`config.mk`:
```
export PLATFORM = sky130hd
export DESIGN_NAME = swrl_gain_div
export DESIGN_NICKNAME = d
export VERILOG_FILES = /design/src/rtl/swrl_pkg.sv /design/src/rtl/swrl_gain_div.sv
export SDC_FILE = /design/constraint.sdc
export NUM_CORES = 1
export LEC_CHECK = 0
export BUFFER_PORTS_ARGS = -buffer_cell sky130_fd_sc_hd__buf_2
export CORE_MARGIN = 2
export CORE_UTILIZATION = 65
export DETAILED_ROUTE_END_ITERATION = 12
export PLACE_DENSITY = 0.88
export SYNTH_ARGS = -nofsm -noshare
export SYNTH_HDL_FRONTEND = slang
export SYNTH_SLANG_ARGS = --single-unit
export TNS_END_PERCENT = 50
```
`constraint.sdc`:
```
create_clock -name clk -period 4.9 [get_ports clk]
set_input_delay 0 -clock clk [delete_from_list [all_inputs] [get_ports clk]]
set_output_delay 0 -clock clk [all_outputs]
set_load 0.02 [all_outputs]
```
`src/rtl/swrl_pkg.sv`:
```
// ----------------------------------------------------------------------------
// swrl_pkg
// Shared constants, types and table helpers for the sRGB white-level rescale.
// ----------------------------------------------------------------------------
`default_nettype none

package swrl_pkg;

  localparam int LINEAR_FRAC_BITS_DEF  = 16;
  localparam int ENCODE_INDEX_BITS_DEF = 12;

  localparam int CALC_BITS  = 30;
  localparam int CODE_BITS  = 8;
  localparam int CODE_COUNT = 1 << CODE_BITS;

  localparam int CFG_BITS   = 18;
  localparam int CFG_BYTES  = (CFG_BITS + 7) / 8;
  localparam int GAIN_BITS  = 17;
  localparam int GAIN_FRAC  = 16;
  localparam int UNITY_GAIN = 1 << GAIN_FRAC;
  localparam int WHITE_REF  = 1280;
  localparam int REF_NUM    = WHITE_REF * UNITY_GAIN;
  localparam int DIV_BITS   = $clog2(REF_NUM + (1 << (CFG_BITS - 1)));
  localparam int DIV_CNT_BITS = $clog2(DIV_BITS + 1);

  localparam int PIX_BITS   = 3 * CODE_BITS;

  typedef struct packed {
    logic adv_mul;
    logic adv_enc;
  } lane_ctrl_t;

  typedef struct packed {
    logic                 busy;
    logic [GAIN_BITS-1:0] gain;
  } gain_stat_t;

  // unsigned quotient by shift and subtract
  function automatic logic [63:0] udiv64(input logic [63:0] num, input logic [63:0] den);
    logic [64:0] rem;
    logic [63:0] quo;
    int          b;
    rem = '0;
    quo = '0;
    for (b = 63; b >= 0; b--) begin
      rem = {rem[63:0], num[b]};
      if (rem >= {1'b0, den}) begin
        rem    = rem - {1'b0, den};
        quo[b] = 1'b1;
      end
    end
    return quo;
  endfunction

  // sRGB decode of n/d to linear light, Q0.30
  function automatic logic [63:0] decode_q30(input logic [63:0] n, input logic [63:0] d);
    logic [63:0] half;
    logic [63:0] sn;
    logic [63:0] sd;
    logic [63:0] s;
    logic [63:0] s2;
    logic [63:0] y;
    logic [63:0] y2;
    logic [63:0] y4;
    logic [63:0] q;
    logic [63:0] r;
    int          i;
    half = 64'd1 << (CALC_BITS - 1);
    r    = 64'd0;
    if (n * 64'd100000 <= 64'd4045 * d) begin
      r = udiv64(((n * 64'd100) << CALC_BITS) + 64'd646 * d, 64'd1292 * d);
    end else begin
      sn = 64'd1000 * n + 64'd55 * d;
      sd = 64'd1055 * d;
      s  = udiv64((sn << CALC_BITS) + (sd >> 1), sd);
      s2 = (s * s + half) >> CALC_BITS;
      y  = 64'd1 << CALC_BITS;
      for (i = 0; i < 40; i++) begin
        y2 = (y * y + half) >> CALC_BITS;
        y4 = (y2 * y2 + half) >> CALC_BITS;
        if (y4 == 64'd0) begin
          y4 = 64'd1;
        end
        q = udiv64(s2 << CALC_BITS, y4);
        y = udiv64(64'd4 * y + q, 64'd5);
      end
      r = (s2 * y + half) >> CALC_BITS;
    end
    return r;
  endfunction

endpackage

`default_nettype wire

```
`src/rtl/swrl_gain_div.sv`:
```
// ----------------------------------------------------------------------------
// swrl_gain_div
// Holds the linear gain: unity up to white reference, else restoring division.
// ----------------------------------------------------------------------------
`default_nettype none

module swrl_gain_div (
  input  wire logic                             clk,
  input  wire logic                             rst_n,
  input  wire logic                             wr_en,
  input  wire logic [swrl_pkg::CFG_BITS-1:0]    wr_level,
  output swrl_pkg::gain_stat_t                  stat
);
  import swrl_pkg::*;

  logic [GAIN_BITS-1:0]    gain_r;
  logic [DIV_CNT_BITS-1:0] cnt_r;
  logic [DIV_BITS-1:0]     num_r;
  logic [CFG_BITS-1:0]     rem_r;
  logic [CFG_BITS-1:0]     den_r;

  logic [CFG_BITS:0]       trial;
  logic                    ge;
  logic [CFG_BITS-1:0]     rem_nxt;
  logic [DIV_BITS-1:0]     num_nxt;

  assign trial   = {rem_r, num_r[DIV_BITS-1]};
  assign ge      = trial >= {1'b0, den_r};
  assign rem_nxt = ge ? CFG_BITS'(trial - {1'b0, den_r}) : trial[CFG_BITS-1:0];
  assign num_nxt = {num_r[DIV_BITS-2:0], ge};

  always_ff @(posedge clk) begin
    if (!rst_n) begin
      gain_r <= GAIN_BITS'(UNITY_GAIN);
      cnt_r  <= '0;
    end else if (wr_en) begin
      if (wr_level <= CFG_BITS'(WHITE_REF)) begin
        gain_r <= GAIN_BITS'(UNITY_GAIN);
      end else begin
        cnt_r <= DIV_CNT_BITS'(DIV_BITS);
      end
    end else if (cnt_r != '0) begin
      cnt_r <= cnt_r - 1'b1;
      if (cnt_r == DIV_CNT_BITS'(1)) begin
        gain_r <= num_nxt[GAIN_BITS-1:0];
      end
    end
  end

  always_ff @(posedge clk) begin
    if (wr_en) begin
      num_r <= DIV_BITS'(REF_NUM) + DIV_BITS'(wr_level >> 1);
      rem_r <= '0;
      den_r <= wr_level;
    end else if (cnt_r != '0) begin
      num_r <= num_nxt;
      rem_r <= rem_nxt;
    end
  end

  assign stat.busy = cnt_r != '0;
  assign stat.gain = gain_r;

endmodule

`default_nettype wire

```
== Word level (Yosys, flattened, before mapping) ==
Cells that the tools add are included.
Cells by class
  add/sub/neg operators: 3
  $lt $le $gt $ge: 2
  multiplexer cells: 10
  reductions and logical operators: 5
  eq/ne operators: 3
Operators by type and width (count)
  $mux 17: 4
  $mux 27: 2
  $add 27x17->27 const A: 1
  $ge 19x18->1: 1
  $le 18x11->1 const B: 1
  $mux 18: 1
  $sub 18x18->18: 1
  $mux 5: 3
  $eq 5x1->1 const B: 1
  $reduce_bool 5->1: 1
  $sub 5x1->5 const B: 1
  $reduce_bool 2->1: 2
  $reduce_and 3->1: 1
  $ne 2x1->1 const B: 1
  $ne 2x2->1 const B: 1
  $reduce_and 2->1: 1
Word-level totals
  output and inout bits: 18
  bits in registers: 85
  word-level logic and storage cells: 28
  bits of input ports: 21

== Longest topological paths before layout ==
  word-level depth: 4
  mapped depth: 11
  mapped depth without buffers: 10

== Worst setup path after synthesis ==
No wires, ideal clock.
  path type: reg2reg
  from: register num_r[26]
  to: register rem_r[16]
  arrival: 2153 ps
  path buffers: 0
  required time: 4771 ps
  library setup time: 129 ps
  path slack: 2618 ps
  period minus slack after synthesis: 2282 ps
  cell stages (with the launch flop): 11
  cells stage by stage: edfxtp_1 -> inv_1 -> ha_1 -> inv_1 -> fa_1 -> a211oi_1 -> o21ai_2 -> a221oi_1 -> o21ai_0 -> xnor2_1 -> o211ai_1
On the way
  longest elaborated chain between the ends: 2
  elaborated cells on any way between the ends: 3
  those cells by class: add/sub: 1; order compare: 1; mux: 1
Ends and longest elaborated chain
  start, declared: RTL line swrl_gain_div.sv:18  | logic [DIV_BITS-1:0] num_r;
  start signal, assigned: RTL line swrl_gain_div.sv:52  | num_r <= DIV_BITS'(REF_NUM) + DIV_BITS'(wr_level >> 1);
  start signal, assigned: RTL line swrl_gain_div.sv:56  | num_r <= num_nxt;
  $sub 18x18->18 or $ge 19x18->1 (tied branches): RTL line swrl_gain_div.sv:29, swrl_gain_div.sv:28
  $mux 18 *: RTL line swrl_gain_div.sv:29  | assign rem_nxt = ge ? CFG_BITS'(trial - {1'b0, den_r}) : trial[CFG_BITS-1:0];
  end signal, assigned: RTL line swrl_gain_div.sv:57  | rem_r <= rem_nxt;
  end, declared: RTL line swrl_gain_div.sv:19  | logic [CFG_BITS-1:0] rem_r;
Mark *: on every way between the ends. The rest lies on a longest branch, timed or not.
A chain may end at the register's enable or synchronous reset.

== Final worst setup path ==
  from: register cnt_r[0]
  to: register num_r[19], enable pin
On the way
  longest elaborated chain between the ends: 2
Ends and longest elaborated chain
  start, declared: RTL line swrl_gain_div.sv:17  | logic [DIV_CNT_BITS-1:0] cnt_r;
  start signal, assigned: RTL line swrl_gain_div.sv:40  | cnt_r <= DIV_CNT_BITS'(DIV_BITS);
  start signal, assigned: RTL line swrl_gain_div.sv:43  | cnt_r <= cnt_r - 1'b1;
  $reduce_bool 5->1: RTL line swrl_gain_div.sv:55  | end else if (cnt_r != '0) begin
  $reduce_bool 2->1 (no line)
No other way between the ends.

==> impl_metrics.json <==
{
  "status": "finished clean",
  "viasPerCell": 6.254,
  "drt-initial-drc-count": 385,
  "path_clk_slew_ns": 0.09,
  "die_h_um": 89.12,
  "crit_chain": "inv_1 > ha_1 > and2_1 > inv_1 > nor2_1 > inv_1",
  "p_int_mw": 1.622,
  "synth.distinct_cells": 71,
  "r2r_slack_ns": 1.88,
  "firstDrtPassIters": 6,
  "crit_path_end": "num_r[19]",
  "hpwlAfterDp_um": 7317,
  "antenna_found_initial": 0,
  "port_buffers": 38,
  "cts_setup_buffers": 0,
  "r2r_cells": 6,
  "die_w_um": 89.12,
  "cp-end-kind": "register",
  "r2r_start": "cnt_r[0]",
  "yosys_most_used_dff": "edfxtp_1",
  "vias": 3796,
  "cts_sinks": 85,
  "h-tree-depth": 3,
  "setup_viol": 0,
  "grt_pass1_wl_um": 18860,
  "cts_tree": "built",
  "fin_ws_ns": 1.881,
  "cp.arrival_ns": 2.99,
  "synthTopCellsByCount": "edfxtp_1, dfxtp_1, nor2b_1",
  "yosysSeqAreaShare": 0.4570,
  "clock.fmax_mhz": 331.2,
  "start_kind": "register",
  "synth_area_leaders": "edfxtp_1, dfxtp_1, ha_1",
  "crit_cells": 6,
  "switching_share": 0.3712,
  "area_delta_synth_final_pct": 12.22,
  "hold_violations": 0,
  "drive_gt1_frac": 0.1654,
  "start_util": 0.6599,
  "maxSlewViolCount": 0,
  "pwr-share-seq": 0.371,
  "p_total_mw": 2.580,
  "yosys.area.top_type_share": 0.2869,
  "wirelength_um": 11560,
  "pwr-share-comb": 0.395,
  "crit_fanout": 27,
  "startpoint": "cnt_r[0]",
  "synth_async_sr_flop_share": 0,
  "min_period_ns": 3.019,
  "core_area_um2": 7137,
  "syn-cell-area_um2": 4710,
  "finalNetCount": 546,
  "grtUsageTotal": 0.3130,
  "yosys_warnings": 0,
  "switchingPower_mw": 0.9576,
  "grt_pass1_vias": 3831,
  "cp_data_required_time_ns": 4.87,
  "n_antenna_cell": 0,
  "power_leakage_nw": 2.304,
  "rsz0062_at_grt": "no",
  "grt_overflow": 0,
  "synth_top_area_cell": "edfxtp_1",
  "skew_ns": 0.01926,
  "crit_path_max_incr_delay_ns": 0.88,
  "power.density_nw_per_um2": 488.1,
  "ant_nets": 0,
  "r2r_end": "num_r[19]",
  "fin_crit_sh": 0.6161,
  "numCtsBuffers": 9,
  "globalplace.congestion": 0.9147,
  "synth_area_per_cell_um2": 10.28,
  "synth-seq-cells": 85,
  "critical-path-slowest-cell": "inv_1",
  "hold_class": "in2reg",
  "synth_cells": 458,
  "post_drt_wl_per_cell_um": 19.04,
  "slew_headroom": 0.2743,
  "clkPwrFrac": 0.234,
  "cap_violations": 0,
  "synthesis.nets": 501,
  "vdd_drop_max_mv": 0.2992,
  "cpMostUsedCell": "inv_1",
  "cts_root_buffer": "clkbuf_8",
  "clk_latency_ns": 0.37,
  "row_count": 31,
  "synth_enable_flop_cells": 45,
  "cp_num_buf_inv": 3,
  "tns_ns": 0,
  "route.detailed.drc": 0,
  "cp_top_family": "buffers and inverters",
  "die_area_um2": 7942,
  "cts_buffer_depth": 2,
  "grt_max_degree": 41,
  "tightest_slew_ns": 1.087,
  "pre_cts_ws_ns": 1.921,
  "path_class": "reg2reg",
  "ios": 39,
  "yosysMostFrequentCell": "edfxtp_1"
}
kinds of logic after synthesis:
group | count (synthesis) | synth area share
compound gates | 122 | 0.1913
xor+xnor | 14 | 0.02603
fa+ha+maj | 22 | 0.06004
buf+inv | 52 | 0.05978
flops | 85 | 0.4570
mux | 17 | 0.03666
simple gates | 146 | 0.1692
power groups by stage:
stage,clock [mW],sequential [mW],combinational (mW)
after global routing,0.629,0.970,1.11
final,0.602,0.958,1.02
after CTS,0.596,0.954,0.994
after global placement,0,0.964,0.945
after detailed placement,0,0.968,0.974
after floorplan,0,0.942,0.797
worst min path at each step:
stage | start | end | slack (ns) | depth (start not counted)
floorplan | wr_level[0] | den_r[0] | 0.1 | 0
global placement | wr_level[0] | den_r[0] | 0.19 | 1
detailed placement | wr_level[0] | den_r[0] | 0.21 | 1
CTS | wr_en | den_r[3] | 0.23 | 1
global route | wr_en | den_r[8] | 0.28 | 1
finish | wr_en | den_r[8] | 0.25 | 1
placed cells by master, fill, tap and decap left out, types with 6 or more instances in the layout:
cell type	Yosys	routed
a21o_1	21	21
a21oi_1	22	22
buf_2	9	38
clkbuf_8	2	10
dfxtp_1	40	40
dlygate4sd3_1	0	19
edfxtp_1	45	45
ha_1	21	21
inv_1	28	28
mux2i_1	15	15
nand2_1	32	32
nand3_1	9	9
nand4_1	11	11
nor2_1	25	25
nor2b_1	38	38
nor3_1	6	6
o211ai_1	11	11
o21ai_0	15	15
xnor2_1	10	10
worst register-to-register path, delay by kind of cell, from the launching register on:
kind / cells / cell delay [ns]
AND/OR/NAND/NOR: 2 / 0.55
flip-flops: 1 / 0.41
buffers and inverters: 3 / 1.45
adder cells (fa/ha/maj): 1 / 0.21
stage by stage:
stage          area [um2]    util  hold WS (ns)  instances
2_1_floorplan        4710       -       0.09887        458
3_3_place_gp         4855  0.6802        0.1947        572
3_5_place_dp         4855  0.6802        0.2070        572
4_1_cts              5285  0.7405        0.2335        607
5_1_grt              5285  0.7405        0.2848        607
6_report             5285  0.7405        0.2476        607
layout make-up:
cell class | instances | area, um2
clock buffers | 11 | 141.4
clock inverters | 5 | 98.84
fillers | 492 | 1852
inverters | 28 | 105.1
multi-input cells | 321 | 2276
flip-flops and latches | 85 | 2152
well taps | 99 | 123.9
repair buffers | 58 | 387.9
metal layers:
layer  part of all wire  global-route usage  wire (um)  up-vias
li1                   -                   -          -     1753
met1               0.41              0.4132       4747     1818
met2               0.50              0.5205       5760      187
met3              0.063             0.04432        732       38
met4              0.028              0.1289        320        0
met5                  0                   0          0        -
state kept, by name, indices dropped and copies added (netlist names):
name and cells:
rem_r 18, den_r 18, cnt_r 5, num_r 27, gain_r 17
repair_timing:
item                                   CTS  global route
gates resized for setup                  0             0
hold buffers                            19             0
endpoints found under the hold margin   36             0
Power figures use the tool's default switching activity.
